## config.mk

```make
export PLATFORM = sky130hd
export DESIGN_NAME = uart_rx_fifo_register_bank_top_flat
export DESIGN_NICKNAME = d
export VERILOG_FILES = /design/src/rtl/urx_pkg.sv /design/src/rtl/urx_if.sv /design/src/rtl/uart_rx_fifo_register_bank_top.sv /design/src/rtl/urx_ctrl.sv /design/src/rtl/urx_dp.sv /design/src/flat_wrapper.sv
export SDC_FILE = /design/constraint.sdc
export NUM_CORES = 1
export LEC_CHECK = 0
export BUFFER_PORTS_ARGS = -buffer_cell sky130_fd_sc_hd__buf_4
export CAP_MARGIN = 10
export CORE_MARGIN = 3
export CORE_UTILIZATION = 45
export DETAILED_ROUTE_END_ITERATION = 10
export GPL_TIMING_DRIVEN = 0
export HOLD_SLACK_MARGIN = 0.03
export PLACE_DENSITY = 0.74
export SYNTH_ARGS = -nofsm -noshare
export SYNTH_HDL_FRONTEND = slang
export SYNTH_SLANG_ARGS = --single-unit
```

## constraint.sdc

```tcl
create_clock -name clk_i -period 5.1 [get_ports clk_i]
set_input_delay 0.765 -clock clk_i [delete_from_list [all_inputs] [get_ports clk_i]]
set_output_delay 0.765 -clock clk_i [all_outputs]
set_load 0.03 [all_outputs]
```

## src/rtl/urx_pkg.sv

```systemverilog
// Package for the UART register bank with receive FIFO.
// Holds FIFO sizing, register and function codes, and controller types.
// No dependencies.
package urx_pkg;

  localparam int RX_DEPTH = 16;
  localparam int PTR_W    = $clog2(RX_DEPTH);
  localparam int CNT_W    = $clog2(RX_DEPTH + 1);
  localparam int WM_W     = 5;
  localparam int CMP_W    = (CNT_W > WM_W) ? CNT_W : WM_W;
  localparam int DATA_W   = 32;
  localparam int BYTE_W   = 8;
  localparam int FUNC_W   = 2;
  localparam int REG_W    = 3;
  localparam int CFG_IDX_W = 2;

  localparam logic [DATA_W-1:0] RD_EMPTY = 32'h8000_0000;

  typedef enum logic [FUNC_W-1:0] {
    FUNC_LINE  = 2'd0,
    FUNC_READ  = 2'd1,
    FUNC_WRITE = 2'd2
  } func_e;

  localparam logic [REG_W-1:0] REG_TXDATA = 3'd0;
  localparam logic [REG_W-1:0] REG_RXDATA = 3'd1;
  localparam logic [REG_W-1:0] REG_IP     = 3'd5;
  localparam logic [REG_W-1:0] REG_SCALER = 3'd6;
  localparam logic [REG_W-1:0] REG_CPUID  = 3'd7;

  localparam logic [CFG_IDX_W-1:0] CFG_RX_IRQ_EN = 2'd0;
  localparam logic [CFG_IDX_W-1:0] CFG_TX_IRQ_EN = 2'd1;
  localparam logic [CFG_IDX_W-1:0] CFG_RX_WM     = 2'd2;
  localparam logic [CFG_IDX_W-1:0] CFG_TX_WM     = 2'd3;

  typedef enum logic {
    S_IDLE = 1'b0,
    S_EXEC = 1'b1
  } state_e;

  typedef struct packed {
    logic capture;
    logic commit;
    logic drain;
  } cmd_t;

  typedef struct packed {
    logic out_full;
  } sts_t;

endpackage

```

## src/rtl/urx_if.sv

```systemverilog
// Valid/ready channel interfaces for requests and responses.
// Depends on urx_pkg for field widths.
interface urx_req_if;
  logic                        valid;
  logic                        ready;
  logic [urx_pkg::FUNC_W-1:0]  func;
  logic [urx_pkg::REG_W-1:0]   reg_index;
  logic [urx_pkg::DATA_W-1:0]  data;

  modport source (output valid, func, reg_index, data, input ready);
  modport sink   (input valid, func, reg_index, data, output ready);
endinterface

interface urx_rsp_if;
  logic                        valid;
  logic                        ready;
  logic [urx_pkg::DATA_W-1:0]  read_data;
  logic                        tx_valid;
  logic [urx_pkg::BYTE_W-1:0]  tx_byte;
  logic                        rx_irq;
  logic                        accepted;

  modport source (output valid, read_data, tx_valid, tx_byte, rx_irq, accepted, input ready);
  modport sink   (input valid, read_data, tx_valid, tx_byte, rx_irq, accepted, output ready);
endinterface

```

## src/rtl/uart_rx_fifo_register_bank_top.sv

```systemverilog
// Top level of the UART register bank with receive FIFO.
// Depends on urx_pkg, urx_if, urx_ctrl and urx_dp.
//
// Each request transaction (line byte, bus read or bus write) is captured in
// the idle state, then in the execute state updates the FIFO and registers
// and loads the response register; the receive FIFO memory read port is
// registered, so its data is ready for that update. A new request is taken
// as soon as the previous one has been loaded, while its response may still
// wait for the sink; an untaken response stalls the next update. The user
// must make configuration writes while the block is idle; not enforced here.
module uart_rx_fifo_register_bank_top (
  input  logic                           clk_i,
  input  logic                           rst_ni,
  urx_req_if.sink                        req_i,
  urx_rsp_if.source                      rsp_o,
  input  logic                           cfg_we_i,
  input  logic [urx_pkg::CFG_IDX_W-1:0]  cfg_idx_i,
  input  logic [urx_pkg::WM_W-1:0]       cfg_data_i
);

  urx_pkg::cmd_t cmd;
  urx_pkg::sts_t sts;

  urx_ctrl u_ctrl (
    .clk_i      (clk_i),
    .rst_ni     (rst_ni),
    .in_valid_i (req_i.valid),
    .in_ready_o (req_i.ready),
    .out_ready_i(rsp_o.ready),
    .sts_i      (sts),
    .cmd_o      (cmd)
  );

  urx_dp u_dp (
    .clk_i      (clk_i),
    .rst_ni     (rst_ni),
    .cmd_i      (cmd),
    .sts_o      (sts),
    .func_i     (req_i.func),
    .reg_index_i(req_i.reg_index),
    .data_i     (req_i.data),
    .cfg_we_i   (cfg_we_i),
    .cfg_idx_i  (cfg_idx_i),
    .cfg_data_i (cfg_data_i),
    .read_data_o(rsp_o.read_data),
    .tx_valid_o (rsp_o.tx_valid),
    .tx_byte_o  (rsp_o.tx_byte),
    .rx_irq_o   (rsp_o.rx_irq),
    .accepted_o (rsp_o.accepted)
  );

  assign rsp_o.valid = sts.out_full;

endmodule

```

## src/rtl/urx_ctrl.sv

```systemverilog
// Controller state machine: takes one transaction, executes it, hands off.
// Depends on urx_pkg for state and command types.
module urx_ctrl (
  input  logic           clk_i,
  input  logic           rst_ni,
  input  logic           in_valid_i,
  output logic           in_ready_o,
  input  logic           out_ready_i,
  input  urx_pkg::sts_t  sts_i,
  output urx_pkg::cmd_t  cmd_o
);

  urx_pkg::state_e state_q, state_d;

  always_ff @(posedge clk_i or negedge rst_ni) begin
    if (!rst_ni) begin
      state_q <= urx_pkg::S_IDLE;
    end else begin
      state_q <= state_d;
    end
  end

  always_comb begin
    state_d       = state_q;
    in_ready_o    = 1'b0;
    cmd_o.drain   = sts_i.out_full & out_ready_i;
    cmd_o.capture = 1'b0;
    cmd_o.commit  = 1'b0;
    unique case (state_q)
      urx_pkg::S_IDLE: begin
        in_ready_o    = 1'b1;
        cmd_o.capture = in_valid_i;
        if (in_valid_i) begin
          state_d = urx_pkg::S_EXEC;
        end
      end
      urx_pkg::S_EXEC: begin
        if (!sts_i.out_full || out_ready_i) begin
          cmd_o.commit = 1'b1;
          state_d      = urx_pkg::S_IDLE;
        end
      end
      default: begin
        state_d = urx_pkg::S_IDLE;
      end
    endcase
  end

  a_commit_no_overwrite: assert property (@(posedge clk_i) disable iff (!rst_ni)
    cmd_o.commit |-> (!sts_i.out_full || out_ready_i))
    else $error("result register overwritten");

  a_capture_then_exec: assert property (@(posedge clk_i) disable iff (!rst_ni)
    cmd_o.capture |=> (state_q == urx_pkg::S_EXEC && !cmd_o.capture))
    else $error("second transaction taken during execution");

  a_commit_fills: assert property (@(posedge clk_i) disable iff (!rst_ni)
    cmd_o.commit |=> sts_i.out_full)
    else $error("committed result not held");

endmodule

```

## src/rtl/urx_dp.sv

```systemverilog
// Datapath: receive FIFO memory and pointers, bus registers, result register.
// Depends on urx_pkg; driven by urx_ctrl commands.
module urx_dp (
  input  logic                           clk_i,
  input  logic                           rst_ni,
  input  urx_pkg::cmd_t                  cmd_i,
  output urx_pkg::sts_t                  sts_o,
  input  logic [urx_pkg::FUNC_W-1:0]     func_i,
  input  logic [urx_pkg::REG_W-1:0]      reg_index_i,
  input  logic [urx_pkg::DATA_W-1:0]     data_i,
  input  logic                           cfg_we_i,
  input  logic [urx_pkg::CFG_IDX_W-1:0]  cfg_idx_i,
  input  logic [urx_pkg::WM_W-1:0]       cfg_data_i,
  output logic [urx_pkg::DATA_W-1:0]     read_data_o,
  output logic                           tx_valid_o,
  output logic [urx_pkg::BYTE_W-1:0]     tx_byte_o,
  output logic                           rx_irq_o,
  output logic                           accepted_o
);

  logic [urx_pkg::BYTE_W-1:0] mem [urx_pkg::RX_DEPTH];
  logic [urx_pkg::BYTE_W-1:0] rd_q;

  logic [urx_pkg::FUNC_W-1:0] func_q;
  logic [urx_pkg::REG_W-1:0]  idx_q;
  logic [urx_pkg::DATA_W-1:0] data_q;

  logic [urx_pkg::PTR_W-1:0] wpos_q, wpos_d, rpos_q, rpos_d;
  logic [urx_pkg::CNT_W-1:0] cnt_q, cnt_d;
  logic [urx_pkg::DATA_W-1:0] scaler_q, scaler_d, cpu_q, cpu_d;
  logic                       irq_en_q;
  logic [urx_pkg::WM_W-1:0]   rx_wm_q, tx_wm_q;
  logic                       out_full_q;

  logic [urx_pkg::DATA_W-1:0] rdata_d;
  logic                       tx_valid_d, irq_d, acc_d, mem_we;
  logic [urx_pkg::BYTE_W-1:0] tx_byte_d;
  logic                       full, empty, rxwm;

  function automatic logic [urx_pkg::PTR_W-1:0] next_pos(logic [urx_pkg::PTR_W-1:0] p);
    return (p == urx_pkg::PTR_W'(urx_pkg::RX_DEPTH - 1)) ? '0 : p + 1'b1;
  endfunction

  assign full  = (cnt_q == urx_pkg::CNT_W'(urx_pkg::RX_DEPTH));
  assign empty = (cnt_q == '0);
  assign rxwm  = (urx_pkg::CMP_W'(cnt_q) > urx_pkg::CMP_W'(rx_wm_q));

  always_comb begin
    wpos_d     = wpos_q;
    rpos_d     = rpos_q;
    cnt_d      = cnt_q;
    scaler_d   = scaler_q;
    cpu_d      = cpu_q;
    rdata_d    = '0;
    tx_valid_d = 1'b0;
    tx_byte_d  = '0;
    irq_d      = 1'b0;
    acc_d      = 1'b0;
    mem_we     = 1'b0;
    unique case (urx_pkg::func_e'(func_q))
      urx_pkg::FUNC_LINE: begin
        if (!full) begin
          mem_we = 1'b1;
          wpos_d = next_pos(wpos_q);
          cnt_d  = cnt_q + 1'b1;
          acc_d  = 1'b1;
        end
        irq_d = irq_en_q && (urx_pkg::CMP_W'(cnt_d) > urx_pkg::CMP_W'(rx_wm_q));
      end
      urx_pkg::FUNC_READ: begin
        case (idx_q)
          urx_pkg::REG_RXDATA: begin
            if (empty) begin
              rdata_d = urx_pkg::RD_EMPTY;
            end else begin
              rdata_d = urx_pkg::DATA_W'(rd_q);
              rpos_d  = next_pos(rpos_q);
              cnt_d   = cnt_q - 1'b1;
            end
          end
          urx_pkg::REG_IP:     rdata_d = urx_pkg::DATA_W'({rxwm, (tx_wm_q != '0)});
          urx_pkg::REG_SCALER: rdata_d = scaler_q;
          urx_pkg::REG_CPUID:  rdata_d = cpu_q;
          default:             rdata_d = '0;
        endcase
      end
      urx_pkg::FUNC_WRITE: begin
        case (idx_q)
          urx_pkg::REG_TXDATA: begin
            tx_valid_d = 1'b1;
            tx_byte_d  = data_q[urx_pkg::BYTE_W-1:0];
          end
          urx_pkg::REG_SCALER: scaler_d = data_q;
          urx_pkg::REG_CPUID: begin
            cpu_d = (data_q == '0 || cpu_q == '0) ? data_q : '0;
          end
          default: ;
        endcase
      end
      default: ;
    endcase
  end

  always_ff @(posedge clk_i) begin
    if (cmd_i.commit && mem_we) begin
      mem[wpos_q] <= data_q[urx_pkg::BYTE_W-1:0];
    end
    rd_q <= mem[rpos_q];
  end

  always_ff @(posedge clk_i) begin
    if (cmd_i.capture) begin
      func_q <= func_i;
      idx_q  <= reg_index_i;
      data_q <= data_i;
    end
    if (cmd_i.commit) begin
      read_data_o <= rdata_d;
      tx_valid_o  <= tx_valid_d;
      tx_byte_o   <= tx_byte_d;
      rx_irq_o    <= irq_d;
      accepted_o  <= acc_d;
    end
  end

  always_ff @(posedge clk_i or negedge rst_ni) begin
    if (!rst_ni) begin
      wpos_q     <= '0;
      rpos_q     <= '0;
      cnt_q      <= '0;
      scaler_q   <= '0;
      cpu_q      <= '0;
      irq_en_q   <= 1'b0;
      rx_wm_q    <= '0;
      tx_wm_q    <= '0;
      out_full_q <= 1'b0;
    end else begin
      if (cmd_i.commit) begin
        wpos_q   <= wpos_d;
        rpos_q   <= rpos_d;
        cnt_q    <= cnt_d;
        scaler_q <= scaler_d;
        cpu_q    <= cpu_d;
      end
      if (cmd_i.commit) begin
        out_full_q <= 1'b1;
      end else if (cmd_i.drain) begin
        out_full_q <= 1'b0;
      end
      if (cfg_we_i) begin
        unique case (cfg_idx_i)
          urx_pkg::CFG_RX_IRQ_EN: irq_en_q <= cfg_data_i[0];
          urx_pkg::CFG_TX_IRQ_EN: ;
          urx_pkg::CFG_RX_WM:     rx_wm_q  <= cfg_data_i;
          urx_pkg::CFG_TX_WM:     tx_wm_q  <= cfg_data_i;
          default: ;
        endcase
      end
    end
  end

  assign sts_o.out_full = out_full_q;

  a_cnt_bound: assert property (@(posedge clk_i) disable iff (!rst_ni)
    cnt_q <= urx_pkg::CNT_W'(urx_pkg::RX_DEPTH))
    else $error("receive count beyond depth");

  a_empty_ptrs: assert property (@(posedge clk_i) disable iff (!rst_ni)
    (cnt_q == '0 || full) |-> (wpos_q == rpos_q))
    else $error("pointers disagree with count");

  a_full_drop: assert property (@(posedge clk_i) disable iff (!rst_ni)
    (cmd_i.commit && full && func_q == urx_pkg::FUNC_LINE) |=> (full && !accepted_o))
    else $error("byte stored into full fifo");

endmodule

```

## src/flat_wrapper.sv

```systemverilog
// flat-port wrapper written by rule: the top's interface ports become plain ports
module uart_rx_fifo_register_bank_top_flat 
  (clk_i, rst_ni, cfg_we_i, cfg_idx_i, cfg_data_i, req_i_valid, req_i_func, req_i_reg_index, req_i_data, req_i_ready, rsp_o_valid, rsp_o_read_data, rsp_o_tx_valid, rsp_o_tx_byte, rsp_o_rx_irq, rsp_o_accepted, rsp_o_ready);
  urx_req_if req_i_i ();
  urx_rsp_if rsp_o_i ();
  input  logic clk_i;
  input  logic rst_ni;
  input  logic cfg_we_i;
  input  logic [urx_pkg::CFG_IDX_W-1:0] cfg_idx_i;
  input  logic [urx_pkg::WM_W-1:0] cfg_data_i;
  input wire logic [$bits(req_i_i.valid)-1:0] req_i_valid;
  input wire logic [$bits(req_i_i.func)-1:0] req_i_func;
  input wire logic [$bits(req_i_i.reg_index)-1:0] req_i_reg_index;
  input wire logic [$bits(req_i_i.data)-1:0] req_i_data;
  output wire logic [$bits(req_i_i.ready)-1:0] req_i_ready;
  output wire logic [$bits(rsp_o_i.valid)-1:0] rsp_o_valid;
  output wire logic [$bits(rsp_o_i.read_data)-1:0] rsp_o_read_data;
  output wire logic [$bits(rsp_o_i.tx_valid)-1:0] rsp_o_tx_valid;
  output wire logic [$bits(rsp_o_i.tx_byte)-1:0] rsp_o_tx_byte;
  output wire logic [$bits(rsp_o_i.rx_irq)-1:0] rsp_o_rx_irq;
  output wire logic [$bits(rsp_o_i.accepted)-1:0] rsp_o_accepted;
  input wire logic [$bits(rsp_o_i.ready)-1:0] rsp_o_ready;
  assign req_i_i.valid = req_i_valid;
  assign req_i_i.func = req_i_func;
  assign req_i_i.reg_index = req_i_reg_index;
  assign req_i_i.data = req_i_data;
  assign req_i_ready = req_i_i.ready;
  assign rsp_o_valid = rsp_o_i.valid;
  assign rsp_o_read_data = rsp_o_i.read_data;
  assign rsp_o_tx_valid = rsp_o_i.tx_valid;
  assign rsp_o_tx_byte = rsp_o_i.tx_byte;
  assign rsp_o_rx_irq = rsp_o_i.rx_irq;
  assign rsp_o_accepted = rsp_o_i.accepted;
  assign rsp_o_i.ready = rsp_o_ready;
  uart_rx_fifo_register_bank_top u_core (.clk_i(clk_i), .rst_ni(rst_ni), .req_i(req_i_i), .rsp_o(rsp_o_i), .cfg_we_i(cfg_we_i), .cfg_idx_i(cfg_idx_i), .cfg_data_i(cfg_data_i));
endmodule
```

==> results of run 1 <==
==> worst max-delay path by stage <==
stage | depth (start not counted) | slack (ns) | end | start
2_1_floorplan | 5 | 1.17 | u_core.u_dp.scaler_q[10]$_DFFE_PN0P_ | rsp_o_ready
3_3_place_gp | 6 | -0.48 | u_core.u_dp.scaler_q[12]$_DFFE_PN0P_ | rsp_o_ready
3_5_place_dp | 7 | 1.60 | u_core.u_dp.mem[1][2]$_DFFE_PP_ | u_core.u_dp.cnt_q[0]$_DFFE_PN0P_
4_1_cts | 7 | 1.58 | u_core.u_dp.mem[1][2]$_DFFE_PP_ | u_core.u_dp.cnt_q[0]$_DFFE_PN0P_
5_1_grt | 7 | 1.40 | u_core.u_dp.mem[3][7]$_DFFE_PP_ | u_core.u_dp.cnt_q[0]$_DFFE_PN0P_
6_report | 7 | 1.63 | u_core.u_dp.mem[3][7]$_DFFE_PP_ | u_core.u_dp.cnt_q[0]$_DFFE_PN0P_
==> cell families after synthesis <==
kind of cell,Yosys count,share of synthesized area [%]
fa+ha+maj,18,1.84
simple gates,214,8.35
xor+xnor,8,0.571
compound gates,96,5.42
buf+inv,51,1.69
mux,86,11.6
flops,306,70.6
==> flip-flops by register name, indices dropped and copies added (netlist names), 2 cells and up <==
register	flops
u_core.u_dp.mem	128
u_core.u_dp.cpu_q	32
u_core.u_dp.data_q	32
u_core.u_dp.read_data_o	32
u_core.u_dp.scaler_q	32
u_core.u_dp.rd_q	8
u_core.u_dp.tx_byte_o	8
u_core.u_dp.cnt_q	5
u_core.u_dp.rx_wm_q	5
u_core.u_dp.tx_wm_q	5
u_core.u_dp.rpos_q	4
u_core.u_dp.wpos_q	4
u_core.u_dp.idx_q	3
u_core.u_dp.func_q	2
==> cell usage after synthesis, types with 2 or more instances <==
| master | instances |
|---|---|
| xnor2_1 | 8 |
| o21a_1 | 2 |
| nor2_1 | 54 |
| nor4b_1 | 2 |
| dfrtp_1 | 90 |
| a222oi_1 | 7 |
| nor4_1 | 17 |
| and3_1 | 4 |
| buf_1 | 3 |
| a21oi_1 | 8 |
| dfxtp_1 | 8 |
| o21ai_1 | 7 |
| and2_1 | 9 |
| o21ai_0 | 29 |
| a22oi_1 | 24 |
| a21o_1 | 2 |
| mux4_2 | 40 |
| a31oi_1 | 2 |
| nand2b_1 | 5 |
| o211ai_1 | 3 |
| nand3_1 | 10 |
| edfxtp_1 | 208 |
| nor3b_1 | 3 |
| nand4_1 | 5 |
| inv_1 | 11 |
| buf_2 | 13 |
| nand2_1 | 81 |
| mux2_2 | 46 |
| nor2b_1 | 7 |
| nor3_1 | 7 |
| clkbuf_1 | 24 |
| ha_1 | 18 |
==> metrics by stage <==
stage	setup WS [ns]	cells	instance area [µm²]
floorplan	1.17	779	12300
global placement	-0.476	1207	13400
detailed placement	1.60	1209	13400
CTS	1.58	1263	14400
global route	1.40	1268	14400
finish	1.63	1268	14400
==> layer usage <==
| metal | wire, µm | global-route usage (%) | up-vias | share of wire [%] |
|---|---|---|---|---|
| met5 | 0 | 0 | - | 0 |
| met4 | 517 | 4.13 | 0 | 1.9 |
| met3 | 1950 | 3.44 | 38 | 7.2 |
| met2 | 13100 | 29.6 | 269 | 48 |
| met1 | 11500 | 26.7 | 3699 | 43 |
| li1 | - | - | 3228 | - |
==> critical path: stages (launching register included) <==
cell and delay [ns]:
dfrtp_1 0.44, inv_1 0.14, ha_1 0.22, nor4bb_1 0.14
clkbuf_1 0.25, nor4b_4 0.61, nand2_1 0.29, nor3_1 1.00
==> power groups by stage <==
stage / Clock (µW) / Combinational [µW] / Sequential, µW
after floorplan: 0 / 1250 / 3740
after global placement: 0 / 2060 / 3670
after detailed placement: 0 / 2130 / 3670
after CTS: 2130 / 2140 / 3620
after global routing: 2240 / 2340 / 3690
final: 2100 / 2150 / 3630
==> area by class of cell <==
class                      instances  area share (%)
multi-input combinational        422            23.7
inverter                          11           0.286
sequential                       306            60.0
buffer                            40            1.15
clock buffer                      45            5.73
tap                              335            2.91
clock inverter                     9           0.720
timing repair buffer             100            5.47
==> key figures, run 1 <==
Setup path
  – Kind of critical path: reg -> reg
  – Req. time, crit path: 5.25 ns
  – Setup crit start kind: register
  – R2R setup slack: 1.63 ns
  – Worst setup EP type: register
  – Worst r2r src: u_core.u_dp.cnt_q[0]$_DFFE_PN0P_
  – Critical-path maximum fanout: 10
  – Capturing point of the worst reg2reg path: u_core.u_dp.mem[3][7]$_DFFE_PP_
  – R2R depth: 7
  – WP data arrival: 3.62 ns

Routing
  – Avg WL per Cell: 21.4 µm
  – Vias per std cell: 5.71
  – Detail Route Antenna Nets: 0
  – # DRC: 0
  – Vias: 7234
  – DRT Wirelength: 27100 µm
  – Drt first pass iters: 6
  – Iteration-0 DRC Markers: 741

Global route
  – First-pass GRT wire length: 41800 µm
  – Total global-route track usage: 18.5%
  – Largest net degree at the start of global routing: 91
  – Antenna violations before repair: 0
  – GRT overflow: 0
  – Vias in the first global route: 7316

Placed design
  – Dpl hpwl: 18300 µm
  – Gp weighted congestion: 0.834
  – Port bufs: 93

Clock network
  – CTS Root Cell: clkbuf_16
  – Skew-Pair Late Insertion Delay: 0.55 ns
  – Clock-pin slew on the worst setup and hold paths: 0.06 ns
  – CTS Buf Count: 29
  – Post-cts gate resize count: 0
  – Clock buffer depth: 3
  – CTS H-tree lvls: 1
  – Setup bufs post-CTS: 0
  – Sink Count: 306
  – Cts-stage hold buffer count: 0
  – TritonCTS clock tree: yes

Logic synthesis
  – Synth area leaders: edfxtp_1 51%, dfrtp_1 18%, mux4_2 7.3%
  – Syn avg cell area: 15.8 µm²
  – Yosys cell types: 54
  – Seq cells post-synth: 306
  – Asr flop ratio synth: 29.4%
  – Top FF cell, synth: edfxtp_1
  – Area leader, netlist: edfxtp_1
  – Yosys warns: 0
  – EDFF count, synth: 208
  – Mapped Nets: 846
  – Cell count after synthesis: 779
  – Register area share after synthesis: 70.6%
  – Post-synth top area share: 50.9%
  – Synth Cell Area: 0.0123 mm²

Timing
  – Period utilisation layout: 68.0%
  – Final Hold Fails: 0
  – # setup viols final: 0
  – Least-Margin Pin Slew: 1.23 ns
  – Peak Freq: 288 MHz
  – Fin Setup TNS: 0 ns
  – RSZ-0062 raised after global routing: no
  – Hold slack final: 0.113 ns
  – Clock Skews: 0.0162 ns
  – Min cycle time layout: 3.47 ns
  – Worst slew margin: 17.2%
  – Final Max Tran Viols: 0

Pwr
  – Seq pwr share: 46.1%
  – Net switching power: 2570 µW
  – Pwr dens: 546 mW/mm²
  – Clk network pwr share: 26.6%
  – Combinational power share: 27.2%
  – Cell Int Power: 5310 µW
  – Switch share: 32.6%
  – P_leak: 0.00527 µW
  – Pwr Total: 7880 µW
  – Peak VDD IR: 0.315 mV

Cells and area
  – Commonest non-fill, non-tap cell in the layout: edfxtp_1
  – Area Growth Syn to Fin: 17.5%
  – N_diodes: 0
  – Most frequent cells in the layout: 208 x edfxtp_1, 93 x buf_4, 90 x dfrtp_1
  – Area of the multi-input gates: 0.00342 mm²
  – Fillers: 2079
  – Share of layout cells above drive strength 1: 26.5%
  – FF/Latch Area: 0.00866 mm²
  – # nets final: 977
  – Utilization after layout: 54.6%

Floorplanning
  – Initial Util: 46.4%
  – Chip height: 171 µm
  – # IOs: 94
  – Die width: 171 µm
  – DIE AREA: 0.0293 mm²
  – Core Rows: 59
  – CORE AREA: 0.0264 mm²

Run status
  – Status: completed

Hold path
  – HP Class: in -> async

Job
  – Max_cap viols: 0
(Power assumes the default switching activity.)
==> run 2: changes to the inputs <==
clock period = 3.34 ns   (was 5.1 ns; I/O delays follow)
==> run 2 against run 1 <==
Sequential power is 53% higher. Critical path type unchanged. Die area stayed put. First-iteration DRC count is 29% higher. Clock skew is 0.0045 ns higher. Hold slack better by 0.0037 ns. Utilization is 0.43 points higher. Flip-flop and latch count stayed put. Largest cell class unchanged. Design area is 0.78% higher. Sequential share of layout area is 0.47 points lower. Non-clock buffer count is 3 lower.
==> key figures, run 2 (synthesized netlist as in run 1, its figures left out) <==
Setup path
  – R2R depth: 7 (unchanged)
  – WP data arrival: 3.42 ns (-0.20 ns)
  – Worst setup EP type: register
  – Capturing point of the worst reg2reg path: u_core.u_dp.mem[11][3]$_DFFE_PP_
  – Setup crit start kind: register
  – Kind of critical path: reg -> reg
  – Worst r2r src: u_core.u_dp.cnt_q[1]$_DFFE_PN0P_
  – Worst setup path start: u_core.u_dp.cnt_q[1]$_DFFE_PN0P_
  – Critical-path maximum fanout: 10 (unchanged)
  – Crit path capture: u_core.u_dp.mem[11][3]$_DFFE_PP_
  – Req. time, crit path: 3.52 ns (-1.73 ns)
  – R2R setup slack: 0.09 ns (-1.54 ns)

Timing
  – RSZ-0062 raised after global routing: yes
  – # setup viols final: 0 (unchanged)
  – Period utilisation layout: 97.2% (+29 points)
  – Setup ws final: 0.0920 ns (-1.54 ns)
  – Min cycle time layout: 3.25 ns (-0.218 ns)
  – Worst slew margin: 26.4% (+9.2 points)
  – Peak Freq: 308 MHz (+6.7%)
  – Final Hold Fails: 0 (unchanged)
  – Clock Skews: 0.0207 ns (+0.00451 ns)
  – Final Max Tran Viols: 0 (unchanged)
  – Least-Margin Pin Slew: 1.09 ns (-0.143 ns)
  – Hold slack final: 0.117 ns (+0.00373 ns)

Cells and area
  – # nets final: 975 (-0.20%)
  – Commonest non-fill, non-tap cell in the layout: edfxtp_1
  – Most flops, register: u_core.u_dp.mem
  – Most frequent cells in the layout: 208 x edfxtp_1, 93 x buf_4, 90 x dfrtp_1
  – Max reg flops: 128 (unchanged)
  – Share of layout cells above drive strength 1: 27.7% (+1.2 points)
  – N_diodes: 0 (unchanged)
  – Non-Filler Instances: 1267 (-0.079%)
  – Fillers: 2081 (+0.096%)
  – Final Cell Area: 0.0145 mm² (+0.78%)
  – Area Growth Syn to Fin: 18.5%

Global route
  – Largest net degree at the start of global routing: 91 (unchanged)
  – Total global-route track usage: 18.6% (+0.13 points)
  – First-pass GRT wire length: 42000 µm (+0.55%)
  – GRT overflow: 0 (unchanged)
  – Vias in the first global route: 7239 (-1.1%)
  – Antenna violations before repair: 0 (unchanged)

Floorplanning
  – Core Rows: 59 (unchanged)
  – DIE AREA: 0.0293 mm² (unchanged)
  – Initial Util: 46.4% (unchanged)
  – CORE AREA: 0.0264 mm² (unchanged)
  – Die width: 171 µm (unchanged)
  – Chip height: 171 µm (unchanged)
  – # IOs: 94 (unchanged)

Hold path
  – HP Class: in -> reg
  – WHS Path Cells: 1

Clock network
  – Clock buffer depth: 3 (unchanged)
  – TritonCTS clock tree: yes
  – CTS Buf Count: 30 (+3.4%)
  – Skew-Pair Late Insertion Delay: 0.56 ns (about the same)
  – Clock-pin slew on the worst setup and hold paths: 0.06 ns (about the same)
  – CTS H-tree lvls: 1 (unchanged)
  – Sink Count: 306 (unchanged)
  – CTS Root Cell: clkbuf_16

Placed design
  – Placed Area: 0.0134 mm² (unchanged)
  – Port bufs: 93 (unchanged)
  – Total instance count after detailed placement: 1209 (unchanged)
  – Dpl ws: -0.244 ns (-1.84 ns)
  – Dpl hpwl: 18200 µm (-0.24%)
  – Gp weighted congestion: 0.861 (+3.2%)

Routing
  – Iteration-0 DRC Markers: 955 (+29%)
  – DRT Wirelength: 27300 µm (+0.87%)
  – # DRC: 0 (unchanged)
  – Vias per std cell: 5.72 (+0.27%)
  – Avg WL per Cell: 21.6 µm (+0.95%)
  – Vias: 7248 (+0.19%)
  – Drt first pass iters: 5 (-1)
  – Detail Route Antenna Nets: 0 (unchanged)

Pwr
  – P_leak: 0.00532 µW (+0.82%)
  – Peak VDD IR: 0.462 mV (+47%)
  – Pwr dens: 843 mW/mm² (+54%)

Job
  – Max_cap viols: 0 (unchanged)

Run status
  – Status: completed
==> run 2: changes by cell type in the layout (fill, tap and decap cells not counted), sizes merged <==
cell	change
buf	-2
clkbuf	-1
clkinv	+1
dlygate4sd3	+1
==> run 2: critical path, stage by stage (launching register included) <==
cell,delay (ns)
dfrtp_1,0.49
inv_1,0.13
ha_1,0.20
nor4bb_1,0.14
clkbuf_1,0.24
nor4b_4,0.64
nand2_1,0.32
nor2_1,0.71
==> run 2: routing by layer <==
| metal | global-route usage, % | wire length, µm |
|---|---|---|
| met3 | 2.87 | 1860 |
| met2 | 29.6 | 13100 |
| met4 | 3.67 | 422 |
| met5 | 0 | 0 |
| met1 | 27.7 | 12000 |
==> run 2: layout make-up <==
type	instances	area [µm²]	share of cell area, %
sequential	306	8660	59.6
multi-input combinational	422	3450	23.7
clock buffer	46	903	6.22
timing repair buffer	97	776	5.34
tap	335	419	2.88
buffer	40	166	1.14
clock inverter	10	119	0.818
inverter	11	41.3	0.284
==> run 2: where the power goes <==
| part | internal [µW] | switching, µW |
|---|---|---|
| combinational | 1320 | 1960 |
| clock | 2020 | 1400 |
| sequential | 4940 | 610 |
==> run 2: how the worst min path moves through the flow <==
stage / startpoint / to
finish: req_i_data[4] / u_core.u_dp.data_q[4]$_DFFE_PP_
global route: req_i_data[2] / u_core.u_dp.data_q[2]$_DFFE_PP_
CTS: req_i_data[4] / u_core.u_dp.data_q[4]$_DFFE_PP_
detailed placement: u_core.u_dp.tx_wm_q[4]$_DFFE_PN0P_ / u_core.u_dp.tx_wm_q[4]$_DFFE_PN0P_
global placement: u_core.u_dp.tx_wm_q[4]$_DFFE_PN0P_ / u_core.u_dp.tx_wm_q[4]$_DFFE_PN0P_
floorplan: rst_ni / u_core.u_ctrl.state_q$_DFF_PN0_
==> run 2: repair_timing <==
action	CTS	global route
resized for setup	4	5
buffers inserted	0	0
hold buffers	0	1
endpoints found under the setup margin	32	96
hold endpoints to repair	0	20
==> run 2: stage by stage <==
step	util (%)	power (µW)	setup TNS [ns]
finish	55.0	12200	0
global route	55.0	12900	-5.78
CTS	54.8	12300	0
detailed placement	50.9	8870	-5.90
global placement	50.7	8720	-29.00
floorplan	-	7620	0
==> run 3: changes to the inputs <==
CTS_BUF_LIST = sky130_fd_sc_hd__clkbuf_8 sky130_fd_sc_hd__clkbuf_16   (was unset)
SKIP_CTS_REPAIR_TIMING = 1   (was unset)
SLEW_MARGIN = 0   (was unset)
==> run 3 against run 2 <==
First-iteration DRC count grew 3.2%. Clock skew is essentially flat. Die area is the same. Critical path type unchanged. Register-to-register slack gained 0.30 ns. Maximum frequency grew 10%. Setup slack gained 0.30 ns. Largest cell class unchanged. Routed wire length is essentially flat. Sequential share of layout area is essentially flat. Largest power group unchanged. Design area is essentially flat.
==> key figures, run 3 (synthesized netlist as in run 1, its figures left out) <==
Clock network
  – Clock buffer depth: 3 (unchanged)
  – Skew-Pair Late Insertion Delay: 0.56 ns (about the same)
  – CTS H-tree lvls: 1 (unchanged)
  – Sink Count: 306 (unchanged)
  – TritonCTS clock tree: yes
  – CTS Buf Count: 30 (unchanged)
  – Clock-pin slew on the worst setup and hold paths: 0.06 ns (about the same)
  – CTS Root Cell: clkbuf_16

Timing
  – RSZ-0062 raised after global routing: no
  – Fin Setup TNS: 0 ns (unchanged)
  – Worst slew margin: 26.5% (+0.071 points)
  – Final Max Tran Viols: 0 (unchanged)
  – Final Hold Fails: 0 (unchanged)
  – Least-Margin Pin Slew: 1.09 ns (-0.00105 ns)
  – Period utilisation layout: 88.3% (-8.9 points)
  – Min cycle time layout: 2.95 ns (-0.299 ns)
  – # setup viols final: 0 (unchanged)
  – Hold slack final: 0.116 ns (-0.00142 ns)
  – Peak Freq: 339 MHz (+10%)
  – Clock Skews: 0.0210 ns (+0.000228 ns)

Pwr
  – P_leak: 0.00538 µW (+1.1%)
  – Peak VDD IR: 0.461 mV (-0.31%)
  – Pwr dens: 841 mW/mm² (-0.23%)

Floorplanning
  – DIE AREA: 0.0293 mm² (unchanged)
  – CORE AREA: 0.0264 mm² (unchanged)
  – Chip height: 171 µm (unchanged)
  – Initial Util: 46.4% (unchanged)
  – # IOs: 94 (unchanged)
  – Core Rows: 59 (unchanged)
  – Die width: 171 µm (unchanged)

Routing
  – # DRC: 0 (unchanged)
  – Vias per std cell: 5.67 (-0.90%)
  – Iteration-0 DRC Markers: 986 (+3.2%)
  – Drt first pass iters: 7 (+2)
  – Detail Route Antenna Nets: 0 (unchanged)
  – DRT Wirelength: 27400 µm (about the same)
  – Vias: 7217 (-0.43%)
  – Avg WL per Cell: 21.5 µm (-0.42%)

Run status
  – Status: completed

Setup path
  – R2R setup slack: 0.39 ns (+0.30 ns)
  – Worst setup EP type: register
  – Kind of critical path: reg -> reg
  – Crit path capture: u_core.u_dp.mem[11][3]$_DFFE_PP_
  – Req. time, crit path: 3.52 ns (about the same)
  – Critical-path maximum fanout: 9 (-1)
  – WP data arrival: 3.13 ns (-0.29 ns)
  – R2R depth: 8 (+1)
  – Worst r2r src: u_core.u_dp.cnt_q[1]$_DFFE_PN0P_
  – Capturing point of the worst reg2reg path: u_core.u_dp.mem[11][3]$_DFFE_PP_
  – Worst setup path start: u_core.u_dp.cnt_q[1]$_DFFE_PN0P_
  – Setup crit start kind: register

Placed design
  – Port bufs: 93 (unchanged)
  – Gp weighted congestion: 0.861 (unchanged)
  – Dpl hpwl: 18200 µm (unchanged)

Cells and area
  – Area Growth Syn to Fin: 18.5% (about the same)
  – Most flops, register: u_core.u_dp.mem
  – Most frequent cells in the layout: 208 x edfxtp_1, 95 x buf_4, 90 x dfrtp_1
  – N_diodes: 0 (unchanged)
  – Share of layout cells above drive strength 1: 27.3% (-0.39 points)
  – Max reg flops: 128 (unchanged)
  – Commonest non-fill, non-tap cell in the layout: edfxtp_1
  – # nets final: 981 (+0.62%)

Global route
  – GR Util met3: 2.87% (unchanged)
  – Global routing usage on met1: 27.7% (unchanged)
  – GRT overflow: 0 (unchanged)
  – Largest net degree at the start of global routing: 91 (unchanged)
  – Vias in the first global route: 7238 (-0.014%)
  – Met2 Usage GRT: 29.6% (unchanged)
  – Antenna violations before repair: 0 (unchanged)
  – First-pass GRT wire length: 42000 µm (about the same)
  – Total global-route track usage: 18.6% (unchanged)
  – GRT busiest layer: met2

Hold path
  – HP Class: in -> reg

Job
  – Max_cap viols: 0 (unchanged)
[run 3: worst min-delay path by stage]
stage,from,endpoint,slack [ns],cells past startpoint
6_report,req_i_data[4],u_core.u_dp.data_q[4]$_DFFE_PP_,0.12,1
5_1_grt,req_i_data[2],u_core.u_dp.data_q[2]$_DFFE_PP_,0.10,1
4_1_cts,req_i_data[4],u_core.u_dp.data_q[4]$_DFFE_PP_,0.10,1
3_3_place_gp,u_core.u_dp.tx_wm_q[4]$_DFFE_PN0P_,u_core.u_dp.tx_wm_q[4]$_DFFE_PN0P_,0.48,1
2_1_floorplan,rst_ni,u_core.u_ctrl.state_q$_DFF_PN0_,0.21,0
3_5_place_dp,u_core.u_dp.tx_wm_q[4]$_DFFE_PN0P_,u_core.u_dp.tx_wm_q[4]$_DFFE_PN0P_,0.49,1
[run 3: per-stage QoR]
stage | total power (µW) | setup WS (ns) | instance area (µm²) | util, % | instances
after global routing | 12800 | 0.186 | 14500 | 55.0 | 1273
after CTS | 12300 | -0.254 | 14500 | 54.7 | 1265
final | 12200 | 0.391 | 14500 | 55.0 | 1273
after global placement | 8720 | -0.562 | 13400 | 50.7 | 1207
after floorplan | 7620 | 0.378 | 12300 | - | 779
after detailed placement | 8870 | -0.244 | 13400 | 50.9 | 1209
[run 3: final cells by class]
type,count,area (µm²)
buffer,40,166
inverter,11,41.3
sequential,306,8660
clock buffer,37,870
clock inverter,19,153
multi-input combinational,422,3420
timing repair buffer,103,813
fill,2079,11900
tap,335,419
[run 3: critical path: stages (launching register included)]
cell and delay, ns:
dfrtp_1 0.48, inv_1 0.13, ha_1 0.20, nor4bb_1 0.14, clkbuf_1 0.25, nor4b_4 0.32
buf_4 0.20, nand2_1 0.17, nor2_1 0.68
[run 3: layer usage]
metal,up-vias,part of all wire (%)
li1,3237,-
met1,3692,44
met2,251,48
met3,37,6.8
met4,0,1.6
met5,-,0
[run 3: power breakdown]
| part | leakage (µW) | switching, µW | total, µW | internal, µW |
|---|---|---|---|---|
| Sequential | 0.00317 | 613 | 5550 | 4940 |
| Combinational | 0.00167 | 1960 | 3280 | 1320 |
| Clock | 0.000538 | 1400 | 3400 | 1990 |
| Total | 0.00538 | 3970 | 12200 | 8260 |
